`src/rtl/lzss_stream_decompressor_unit_assert.svh`:
```
// Assertion macros used by the decompressor controller RTL.
// Simulation builds get checks; synthesis builds get empty bodies.
`ifndef LZSS_STREAM_DECOMPRESSOR_UNIT_ASSERT_SVH
`define LZSS_STREAM_DECOMPRESSOR_UNIT_ASSERT_SVH
`ifndef SYNTHESIS
// Check a property every clock while out of reset
`define LZSD_ASSERT(name, clk, rst_n, prop) \
  name: assert property (@(posedge clk) disable iff (!rst_n) (prop)) \
    else $error("lzsd assertion failed");
// Check an overlapping implication every clock while out of reset
`define LZSD_ASSERT_IMP(name, clk, rst_n, ante, cons) \
  name: assert property (@(posedge clk) disable iff (!rst_n) (ante) |-> (cons)) \
    else $error("lzsd implication failed");
// Check a next-cycle implication every clock while out of reset
`define LZSD_ASSERT_NXT(name, clk, rst_n, ante, cons) \
  name: assert property (@(posedge clk) disable iff (!rst_n) (ante) |=> (cons)) \
    else $error("lzsd next-cycle check failed");
`else
`define LZSD_ASSERT(name, clk, rst_n, prop)
`define LZSD_ASSERT_IMP(name, clk, rst_n, ante, cons)
`define LZSD_ASSERT_NXT(name, clk, rst_n, ante, cons)
`endif
`endif

```
`src/rtl/lzsd_pkg.sv`:
```
// Shared constants and controller/datapath interface types for the
// LZSS decompressor. No dependencies.
package lzsd_pkg;

  localparam int unsigned WIN_AW   = 12;
  localparam int unsigned WIN_SIZE = 4096;
  localparam int unsigned FILL_W   = WIN_AW + 1;
  localparam logic [WIN_AW-1:0] START_POS = 12'hFEE;

  // Flag byte is held with a marker byte above it
  localparam logic [15:0] FLAG_MARK = 16'hFF00;
  // Copy counter holds match length minus one (2..17)
  localparam int unsigned CNT_W = 5;
  localparam logic [CNT_W-1:0] LEN_M1_BASE = 5'd2;

  // Commands from the controller to the datapath
  typedef struct packed {
    logic       clear;     // restart stream: window empty, counters zero
    logic       hdr_wr;    // merge input word into the length header
    logic [1:0] hdr_idx;   // header byte lane
    logic       low_wr;    // capture first match word
    logic       lit;       // emit the input word as a literal
    logic       start;     // first window read of a match
    logic       issue;     // window read this cycle
    logic       emit_mem;  // emit the pending window read
    logic       last;      // emitted word is the last one for its input
  } lzsd_cmd_t;

  // Status from the datapath to the controller
  typedef struct packed {
    logic out_free;   // output register can take a word this cycle
    logic hit;        // a word emitted now reaches the stream length
    logic tgt_zero;   // header value after this merge is zero
  } lzsd_sts_t;

endpackage

```
`src/rtl/lzsd_ctrl.sv`:
```
// Parser and copy sequencer for the LZSS decompressor.
// Depends on lzsd_pkg and the assertion macro header.
`include "lzss_stream_decompressor_unit_assert.svh"
module lzsd_ctrl (
  input  logic               clk_i,
  input  logic               rst_ni,
  input  logic               in_valid_i,
  input  logic [7:0]         in_byte_i,
  input  logic               stream_start_i,
  output logic               in_stall_o,
  input  lzsd_pkg::lzsd_sts_t sts_i,
  output lzsd_pkg::lzsd_cmd_t cmd_o
);
  import lzsd_pkg::*;

  localparam logic [2:0] ST_HEADER = 3'd0;
  localparam logic [2:0] ST_FLAG   = 3'd1;
  localparam logic [2:0] ST_TOKEN  = 3'd2;
  localparam logic [2:0] ST_MATCH2 = 3'd3;
  localparam logic [2:0] ST_DONE   = 3'd4;
  localparam logic [2:0] ST_COPY   = 3'd5;

  logic [2:0]       state_q, state_d;
  logic [1:0]       hidx_q, hidx_d;
  logic [15:0]      flag_q, flag_d;
  logic [CNT_W-1:0] left_q, left_d;

  logic       acc;
  logic [2:0] cur;
  logic [1:0] idx;
  logic [15:0] flag_sh;
  logic [2:0]  flag_nxt;

  // Hold input while a match copies or while the output is blocked
  assign in_stall_o = (state_q == ST_COPY) || !sts_i.out_free;
  assign acc        = in_valid_i && !in_stall_o;

  // Consume one flag bit; the marker tells when a new flag word is due
  assign flag_sh  = {1'b0, flag_q[15:1]};
  assign flag_nxt = flag_sh[8] ? ST_TOKEN : ST_FLAG;

  // Decode state and input into commands
  always_comb begin
    state_d = state_q;
    hidx_d  = hidx_q;
    flag_d  = flag_q;
    left_d  = left_q;
    cmd_o   = '0;
    cur     = stream_start_i ? ST_HEADER : state_q;
    idx     = stream_start_i ? 2'd0 : hidx_q;
    if (acc) begin
      cmd_o.clear = stream_start_i;
      if (stream_start_i) begin
        flag_d = '0;
      end
      unique case (cur)
        ST_HEADER: begin
          cmd_o.hdr_wr  = 1'b1;
          cmd_o.hdr_idx = idx;
          hidx_d        = idx + 2'd1;
          if (idx == 2'd3) begin
            state_d = sts_i.tgt_zero ? ST_DONE : ST_FLAG;
          end else begin
            state_d = ST_HEADER;
          end
        end
        ST_FLAG: begin
          flag_d  = FLAG_MARK | {8'd0, in_byte_i};
          state_d = ST_TOKEN;
        end
        ST_TOKEN: begin
          if (flag_q[0]) begin
            cmd_o.lit  = 1'b1;
            cmd_o.last = 1'b1;
            if (sts_i.hit) begin
              state_d = ST_DONE;
            end else begin
              flag_d  = flag_sh;
              state_d = flag_nxt;
            end
          end else begin
            cmd_o.low_wr = 1'b1;
            state_d      = ST_MATCH2;
          end
        end
        ST_MATCH2: begin
          cmd_o.start = 1'b1;
          cmd_o.issue = 1'b1;
          left_d      = {1'b0, in_byte_i[3:0]} + LEN_M1_BASE;
          state_d     = ST_COPY;
        end
        default: begin
          state_d = ST_DONE;
        end
      endcase
    end else if (state_q == ST_COPY && sts_i.out_free) begin
      // Emit one window word per cycle while the output is free and keep one read ahead
      cmd_o.emit_mem = 1'b1;
      cmd_o.last     = sts_i.hit || (left_q == '0);
      if (left_q != '0) begin
        cmd_o.issue = 1'b1;
        left_d      = left_q - 1'b1;
      end
      if (sts_i.hit) begin
        state_d = ST_DONE;
      end else if (left_q == '0) begin
        flag_d  = flag_sh;
        state_d = flag_nxt;
      end
    end
  end

  // Control registers
  always_ff @(posedge clk_i or negedge rst_ni) begin
    if (!rst_ni) begin
      state_q <= ST_HEADER;
      hidx_q  <= '0;
      flag_q  <= '0;
      left_q  <= '0;
    end else begin
      state_q <= state_d;
      hidx_q  <= hidx_d;
      flag_q  <= flag_d;
      left_q  <= left_d;
    end
  end

  `LZSD_ASSERT_IMP(a_emit_needs_room, clk_i, rst_ni, cmd_o.lit || cmd_o.emit_mem, sts_i.out_free)
  `LZSD_ASSERT(a_one_source, clk_i, rst_ni, !(cmd_o.lit && cmd_o.emit_mem))
  `LZSD_ASSERT_NXT(a_hit_ends, clk_i, rst_ni, (cmd_o.lit || cmd_o.emit_mem) && sts_i.hit, state_q == ST_DONE)
  `LZSD_ASSERT_IMP(a_copy_left, clk_i, rst_ni, state_q == ST_COPY, left_q <= 5'd17)

endmodule

```
`config.mk`:
```
export PLATFORM = sky130hd
export DESIGN_NAME = lzsd_ctrl
export DESIGN_NICKNAME = d
export VERILOG_FILES = /design/src/rtl/lzsd_pkg.sv /design/src/rtl/lzsd_ctrl.sv
export VERILOG_INCLUDE_DIRS = /design/src /design/src/rtl
export SDC_FILE = /design/constraint.sdc
export NUM_CORES = 1
export LEC_CHECK = 0
export ABC_AREA = 1
export BUFFER_PORTS_ARGS = -buffer_cell sky130_fd_sc_hd__buf_2
export CORE_UTILIZATION = 35
export DETAILED_ROUTE_END_ITERATION = 8
export MAX_ROUTING_LAYER = met4
export PLACE_DENSITY_LB_ADDON = 0.05
export SYNTH_ARGS = -nofsm -noshare
export SYNTH_HDL_FRONTEND = slang
export SYNTH_SLANG_ARGS = --single-unit
```
`constraint.sdc`:
```
create_clock -name clk_i -period 1.7 [get_ports clk_i]
set_clock_uncertainty 0.1 [all_clocks]
set_input_delay 0.17 -clock clk_i [delete_from_list [all_inputs] [get_ports clk_i]]
set_output_delay 0.17 -clock clk_i [all_outputs]
set_load 0.01 [all_outputs]
```
# After elaboration in Yosys (flattened, before gate mapping)
# Cells that the tools add are included.
word_totals:
  elab_cells: 67
  input_bits: 15
  out_inout_bits: 11
  regBits: 26
op_classes:
  n_mux: 36
  reduce_logical: 17
  n_eq_ne: 7
  addsub: 3
ops:
  columns: ["cell", "count"]
  rows:
  - ["$mux W16", 7]
  - ["$mux W3", 11]
  - ["$pmux W16 S2", 1]
  - ["$mux W5", 4]
  - ["$pmux W3 S4", 1]
  - ["$mux W2", 4]
  - ["$mux W1", 7]
  - ["$mux W7", 1]
  - ["$eq A3 B2 Y1 const B", 2]
  - ["$reduce_and A3 Y1", 2]
  - ["$reduce_bool A2 Y1", 3]
  - ["$add A4 B2 Y5 const B", 1]
  - ["$logic_not A5 Y1", 1]
  - ["$reduce_bool A5 Y1", 1]
  - ["$sub A5 B1 Y5 const B", 1]
  - ["$ne A2 B1 Y1 const B", 2]
  - ["$reduce_and A2 Y1", 2]
  - ["$eq A3 B1 Y1 const B", 1]
  - ["$eq A3 B3 Y1 const B", 1]
  - ["$logic_not A3 Y1", 1]
  - ["$reduce_bool A3 Y1", 1]
  - ["$add A2 B1 Y2 const B", 1]
  - ["$eq A2 B2 Y1 const B", 1]
  - ["$logic_and A1 B1 Y1", 2]
  - ["2 further kinds", 4]

# Logic depth before layout (Yosys ltp)
# Gate-level depths: netlist of run 1.
depth:
  ltp_word: 6
  depth_mapped: 10
  ltp_nobuf: 9

# Worst setup path before layout of run 1
# No wires, ideal clock.
synth_timing:
  path_kind: "flip-flop to output port"
  start: "reg state_q[0]"
  end: "out cmd_o[5] in the netlist's numbering"
  path_buffers: 3
  path_slack_ns: 0.190
  required_time_ns: 1.430
  t_arrival_ns: 1.240
  stages_incl_launch_ff: 7
  path_cell_list: "dfrtp_1 > buf_2 > nand3_2 > nand3_4 > buf_6 > buf_6 > nor3_1"
synth_rtl:
  columns: ["element", "line", "source"]
  rows:
  - ["from (decl)", "lzsd_ctrl.sv:23", "logic [2:0] state_q, state_d;"]
  - ["from (signal assigned)", "lzsd_ctrl.sv:121", "state_q <= state_d;"]
  - ["to (decl)", "lzsd_ctrl.sv:12", "output lzsd_pkg::lzsd_cmd_t cmd_o"]

==> results of run 1 <==
-- power groups by stage --
stage                     registers, mW  logic (mW)  clock network [mW]
after floorplan                    1.08        1.41                   0
after global placement             1.16        1.81                   0
after detailed placement           1.16        1.79                   0
after CTS                          1.16        1.99               0.456
after global routing               1.22        2.46               0.481
final                              1.18        2.16               0.438
-- sequential cells by signal, indices dropped and copies added, names as in the netlist --
register / cells
hidx_q: 2
flag_q: 16
state_q: 3
left_q: 5
-- Yosys cell counts, types with 4 or more instances --
library cell | instances | share of area [%]
a21oi_1 | 5 | 1.1
buf_6 | 5 | 2.5
dfrtp_1 | 26 | 29
buf_2 | 8 | 1.8
nand4_1 | 9 | 2.5
inv_2 | 4 | 0.67
nor2_1 | 33 | 5.5
nand3_2 | 4 | 1.8
nand2_1 | 128 | 21
o21ai_1 | 6 | 1.3
o21ai_0 | 11 | 2.4
nand3_1 | 46 | 10
buf_4 | 5 | 1.7
inv_1 | 48 | 8.0
nand3b_1 | 7 | 2.3
nand2_2 | 4 | 1.1
-- how the worst min path moves through the flow --
stage	start	to	slack (ns)	depth (start not counted)
2_1_floorplan	rst_ni	flag_q[0]$_DFFE_PN0P_	-0.23	0
3_5_place_dp	rst_ni	left_q[3]$_DFFE_PN0P_	0.15	1
5_1_grt	sts_i[0]	state_q[2]$_DFFE_PN0P_	0.12	5
4_1_cts	sts_i[0]	state_q[2]$_DFFE_PN0P_	0.11	5
6_report	sts_i[0]	state_q[2]$_DFFE_PN0P_	0.12	5
3_3_place_gp	rst_ni	left_q[3]$_DFFE_PN0P_	0.16	1
-- per-layer routing --
| layer | global-route usage (%) | part of all wire, % |
|---|---|---|
| met1 | 26.4 | 49 |
| met2 | 33.9 | 48 |
| met3 | 3.08 | 2.7 |
| met4 | 4.74 | 0.66 |
| met5 | - | 0 |
-- worst max-delay path, stage by stage (launching register included) --
cell	delay, ns
dfrtp_2	0.49
nand3_4	0.10
nand3_4	0.12
buf_4	0.18
o21ai_1	0.13
buf_2	0.15
-- cells by family (layout without fill, tap and decap cells) --
family | after synthesis | count (layout) | synth area share, %
buffers and inverters | 71 | 122 | 14.8
adder cells (fa/ha/maj) | 3 | 3 | 1.67
flip-flops | 26 | 26 | 28.9
AND/OR/NAND/NOR | 241 | 241 | 48.6
XOR/XNOR | 2 | 2 | 0.778
AO/OA/AOI/OAI | 23 | 23 | 5.17
-- final cells by class --
| type | instances | area [sq um] | share of cell area [%] |
|---|---|---|---|
| well taps | 75 | 93.8 | 3.32 |
| multi-input cells | 269 | 1340 | 47.3 |
| flip-flops and latches | 26 | 653 | 23.1 |
| clock buffers | 4 | 55.1 | 1.95 |
| repair buffers | 66 | 488 | 17.3 |
| inverters | 52 | 198 | 7.00 |
-- through the flow --
| stage | instance area (sq um) | setup slack (ns) | instances | TNS, ns | hold slack (ns) |
|---|---|---|---|---|---|
| after global routing | 2820 | -0.115 | 492 | -0.902 | 0.125 |
| after CTS | 2720 | -0.0264 | 485 | -0.101 | 0.113 |
| after detailed placement | 2500 | 0.0800 | 466 | 0 | 0.150 |
| after global placement | 2500 | 0.125 | 466 | 0 | 0.156 |
| after floorplan | 2250 | 0.190 | 366 | 0 | -0.226 |
| final | 2820 | -0.0182 | 492 | -0.0336 | 0.122 |
-- what timing repair did --
action	CTS	global route
endpoints found under the hold margin	26	0
pin swaps	5	3
setup endpoints to repair	9	14
gates resized for setup	15	14
hold buffers	1	0
setup buffers	14	7
==> summary.txt, run 1 <==
Arrival time worst endpoint = 1.45 ns
CTS buffer count = 3
Slew Viols, Final = 0
CTS Sinks = 26
Initial antenna violation count = 0
Synth Area per Inst = 6.15 sq um
Slew @ Worst Pin = 0.654 ns
Synth warn = 0
Failing checks = negative setup slack
Final period util = 101%
Worst setup EP type = primary output
Pint = 2.06 mW
Vias per cell = 4.84
Comb power frac = 57.2%
Seq pwr share = 31.2%
Via Count = 2381
Sw Share = 45.4%
Die ar. = 6760 sq um
Netlist cell types = 26
FF+latch count, synth = 26
Die Ht = 82.2 microns
Slack of the critical path = -0.0182 ns
RSZ-0062 raised after global routing = yes
Final wirelength = 6.21 mm
Initial Utilization = 37.1%
Min Tclk post-route = 1.72 ns
Initial DRC Count = 93
Fmax = 582 MHz
Synth Cell Area = 2250 sq um
Required @ worst endpoint = 1.43 ns
Core footprint = 6060 sq um
Clk root buf = clkbuf_8
Remaining Overflow, GRT = 0
Synth Instances = 366
DP HPWL = 4.10 mm
Power per standard cell area = 1340 nW/um^2
Max VDD drop = 743 uV
Crit Path Max Fanout = 6
Fill cells = 656
Die Wd = 82.2 microns
Final setup violating endpoints = 3
Number of global-route vias before repair = 2188
Gr usage total = 20.5%
Global-route wire length before repair = 10.3 mm
Crit path kind = reg -> out
CTS H-Tree Depth = 1
Worst min path class = in -> reg
Most common cell after layout, fill and taps aside = nand2_1
Port bufs = 25
Final ANT Viol Nets = 0
Seq/Total Area, Yosys = 28.9%
FF-to-FF setup slack = 0.07 ns
Post-synth EDFFs = 0
Max-cap viol count = 0
Reg clk slew, reported paths = 0.10 ns
Critical Path Sink = cmd_o[0]
NumNets Final = 436
Setup crit start = state_q[2]$_DFFE_PN0P_
Largest net degree at the start of global routing = 27
Asr flop ratio synth = 100%
Routability Congestion = 0.769
Clock power frac = 11.6%
Reg-to-Reg Start = left_q[0]$_DFFE_PN0P_
I/O pins = 26
FF-to-FF End = flag_q[8]$_DFFE_PN0P_
Syn Nets = 384
Share of cells above drive strength 1 = 24.9%
Primary FF master, synth = dfrtp_1
Outcome = complete, but fails checks
Final hold viol count = 0
Static Leak = 1.56 nW
Commonest non-fill, non-tap cells in the layout = nand2_1 (126), nand3_1 (45), inv_1 (44), buf_4 (34), nor2_1 (30)
Worst skew pair latency = 0.28 ns
P&R area growth vs syn = 25.5%
Tot Pwr = 3.78 mW
CTS tree = built
Startpoint types = flip-flop
Psw = 1.72 mW
Routed len/inst = 12.6 microns
DRC viols = 0
N_diodes = 0
Cell depth of the worst flop-to-flop path = 10
DR pass1 iterations = 4
Slew headroom = 56.4%
Maximum clock path buffer count = 2
Fin util = 46.6%
Cell Rows = 28
(Power assumes the default switching activity.)
==> run 2, diff against run 1 <==
ABC_AREA = not set   (was 1)
==> run 2 against run 1 <==
Compared with the run above:
- the flow still finishes with violations (negative setup slack)
- hold slack got worse by 0.026 ns
- cell count fell by 35%
- sequential share of layout area rose by 0.42 points
- register-to-register slack got worse by 0.51 ns
- combinational power rose by 16%
- via count fell by 23%
- power rose by 12%
- design area fell by 1.8%
- clock power rose by 20%
- highest routed layer unchanged
==> summary.txt, run 2 <==
CTS buffer count = 3 (unchanged)
Share of cells above drive strength 1 = 56.9% (+32 points)
CTS H-Tree Depth = 1 (unchanged)
Largest regs = flag_q (16), left_q (5), state_q (3)
Initial antenna violation count = 0 (unchanged)
Synth Instances = 182 (-50%)
Buffer and inverter count on the worst path = 3 (+1)
Area share of and/or/nand/nor cells after synthesis = 18.6% (-30 points)
Worst skew pair latency = 0.28 ns (about the same)
Synth Cell Area = 1690 sq um (-25%)
Fmax = 462 MHz (-21%)
Critical path's slowest cell = or4b_4
Global-route wire length before repair = 9.04 mm (-12%)
P&R area growth vs syn = 64.1%
Final ANT Viol Nets = 0 (unchanged)
Slew @ Worst Pin = 0.818 ns (+0.164 ns)
Post-synth EDFFs = 0 (unchanged)
Die Ht = 71.5 microns (-13%)
CTS tree = built
Comb power frac = 59.4% (+2.2 points)
Slack of the critical path = -0.462 ns (-0.444 ns)
Worst path cell trace = inv_2, ha_4, or4b_4, a32o_2, buf_6, buf_6
Final wirelength = 5.73 mm (-7.8%)
Final hold viol count = 0 (unchanged)
Post-synth top cells = dfrtp_1 (26), o21ai_0 (19), nor2_1 (15)
RSZ-0062 raised after global routing = yes
Compound-gate portion of the synthesized area = 32.2% (+27 points)
FF+latch count, synth = 26 (unchanged)
Clk root buf = clkbuf_8
Min Tclk post-route = 2.16 ns (+0.444 ns)
Synth Area in Adders = 2.22% (+0.55 points)
Max-cap viol count = 0 (unchanged)
Syn Nets = 200 (-48%)
Setup TNS = -10.94 ns (-10.91 ns)
Yosys top cell area share = 38.5% (+9.6 points)
Slew Viols, Final = 0 (unchanged)
Number of flip-flops in the largest register = 16 (unchanged)
Worst min path class = in -> reg
Psw = 1.61 mW (-6.3%)
N_diodes = 0 (unchanged)
Most common cell after layout, fill and taps aside = buf_4
Routability Congestion = 0.852 (+11%)
Commonest non-fill, non-tap cells in the layout = buf_4 (49), dfrtp_1 (24), buf_2 (21), buf_6 (19), a21oi_1 (11)
Count leader, synth = dfrtp_1
XOR/XNOR Fraction of Synth Area = 0.518% (-0.26 points)
Required @ worst endpoint = 1.43 ns (about the same)
Startpoint types = flip-flop
Power per standard cell area = 1520 nW/um^2 (+14%)
Max VDD drop = 708 uV (-4.8%)
Port bufs = 25 (unchanged)
Arrival time worst endpoint = 1.89 ns (+0.44 ns)
Final period util = 127% (+26 points)
DRC viols = 0 (unchanged)
Clock power frac = 12.5% (+0.9 points)
Area leader, netlist = dfrtp_1
Slew headroom = 44.9% (-11 points)
Core footprint = 4500 sq um (-26%)
Gr usage total = 23.2% (+2.7 points)
Vias per cell = 5.72 (+18%)
DR pass1 iterations = 4 (unchanged)
CP most frequent cell = buf_6
Via Count = 1836 (-23%)
Failing checks = negative setup slack
Routed len/inst = 17.8 microns (+41%)
I/O pins = 26 (unchanged)
Largest family of logic cells by synthesized area = compound AO/OA/AOI/OAI gates
Synth Area per Inst = 9.29 sq um (+51%)
DP HPWL = 3.62 mm (-12%)
Static Leak = 1.28 nW (-18%)
Largest net degree at the start of global routing = 27 (unchanged)
CTS Sinks = 26 (unchanged)
Netlist cell types = 50 (+92%)
Outcome = complete, but fails checks
Remaining Overflow, GRT = 0 (unchanged)
Largest Register = flag_q
Top cells by area, synth = dfrtp_1 (38%), o2bb2ai_1 (6.2%), o21ai_0 (5.6%), a22oi_1 (4.0%), nor2_1 (3.3%)
Crit path largest cell delay = 0.49 ns (about the same)
Worst setup EP type = primary output
Tot Pwr = 4.21 mW (+12%)
Seq pwr share = 28.1% (-3.1 points)
Reg clk slew, reported paths = 0.10 ns (about the same)
Crit Path Max Fanout = 3 (-3)
NumNets Final = 288 (-34%)
Synth warn = 0 (unchanged)
Maximum clock path buffer count = 2 (unchanged)
Seq/Total Area, Yosys = 38.5% (+9.6 points)
Number of global-route vias before repair = 1898 (-13%)
Die Wd = 71.5 microns (-13%)
Cell Rows = 24 (-14%)
Sw Share = 38.2% (-7.2 points)
Crit-path leading delay family = simple AND/OR/NAND/NOR gates
Asr flop ratio synth = 100% (unchanged)
Primary FF master, synth = dfrtp_1
Initial DRC Count = 78 (-16%)
Mux contribution to synthesized area = 2.52% (+2.5 points)
Die ar. = 5110 sq um (-24%)
Crit path kind = reg -> out
Final setup violating endpoints = 35 (+32)
Initial Utilization = 37.5% (+0.39 points)
Pint = 2.61 mW (+26%)
-- run 2: cell count changes after synthesis, sizes merged, moves of 4 or more --
cell / previous run / this run
o2bb2ai: 0 / 12
and3: 0 / 5
a22oi: 0 / 9
buf: 18 / 7
nand2: 132 / 8
nor2: 39 / 15
o21ai: 17 / 21
inv: 52 / 12
nand4: 9 / 0
a21oi: 5 / 11
nand3b: 7 / 1
nand3: 51 / 3
-- run 2: routing by layer --
layer | up-vias | wire length, microns | GRT usage [%]
met3 | 12 | 226 | 4.22
li1 | 859 | - | -
met2 | 51 | 2880 | 39.2
met5 | - | 0 | -
met1 | 914 | 2500 | 28.9
met4 | 0 | 129 | 5.88
-- run 2: power groups by stage --
stage	Clock [mW]	Combinational, mW	Sequential (mW)
CTS	0.539	2.08	1.16
floorplan	0	0.994	1.07
global placement	0	1.51	1.15
finish	0.525	2.50	1.19
global route	0.570	2.68	1.23
detailed placement	0	1.54	1.15
-- run 2: path summary, 6_finish.rpt --
path	depth (start not counted)	slack, ns	from	end
hold / removal	3	0.1	sts_i[0]	state_q[0]$_DFFE_PN0P_
min in group asynchronous	2	0.34	rst_ni	hidx_q[0]$_DFFE_PN0P_
max in group asynchronous	2	0.72	rst_ni	state_q[1]$_DFFE_PN0P_
hold reg to reg	1	0.40	flag_q[6]$_DFFE_PN0P_	flag_q[6]$_DFFE_PN0P_
setup / recovery	6	-0.46	left_q[1]$_DFFE_PN0P_	cmd_o[2]
setup reg to reg	7	-0.44	left_q[1]$_DFFE_PN0P_	flag_q[12]$_DFFE_PN0P_
-- run 2: cell families (layout without fill, tap and decap cells) --
group | after synthesis | count (layout)
flops | 26 | 26
mux | 4 | 4
xor+xnor | 1 | 1
buf+inv | 21 | 108
simple gates | 55 | 55
compound gates | 72 | 72
fa+ha+maj | 3 | 3
-- run 2: repair_timing --
| action | 4_1_cts | 5_1_grt |
|---|---|---|
| setup endpoints to repair | 37 | 37 |
| hold endpoints to repair | 26 | 0 |
| pin swaps | 14 | 12 |
| gates resized for setup | 47 | 37 |
| gates cloned | 1 | 0 |
| hold buffers | 1 | 0 |
| setup buffers | 17 | 14 |
-- run 2: cell type report --
cell class / count / area [sq um]
well taps: 52 / 65.1
multi-input cells: 135 / 1190
flip-flops and latches: 26 / 653
inverters: 12 / 45.0
repair buffers: 92 / 744
fillers: 382 / 1730
clock inverters: 1 / 30.0
clock buffers: 3 / 41.3
-- run 2: stage by stage --
stage | util [%] | worst slack (ns) | instance area (sq um) | instances | hold slack, ns
after CTS | 56.9 | -0.436 | 2560 | 310 | 0.0971
after detailed placement | 47.0 | -0.446 | 2120 | 287 | 0.124
after floorplan | - | -0.305 | 1700 | 182 | -0.226
after global routing | 61.6 | -0.515 | 2770 | 321 | 0.0948
after global placement | 47.0 | -0.370 | 2120 | 287 | 0.119
final | 61.6 | -0.462 | 2770 | 321 | 0.0963
-- run 2: worst register-to-register path: cells and delay by family, from the launching register on --
| kind | cells | cell delay, ns |
|---|---|---|
| AO/OA/AOI/OAI | 3 | 0.63 |
| adder cells (fa/ha/maj) | 1 | 0.13 |
| buffers and inverters | 2 | 0.25 |
| flip-flops | 1 | 0.41 |
| AND/OR/NAND/NOR | 1 | 0.49 |
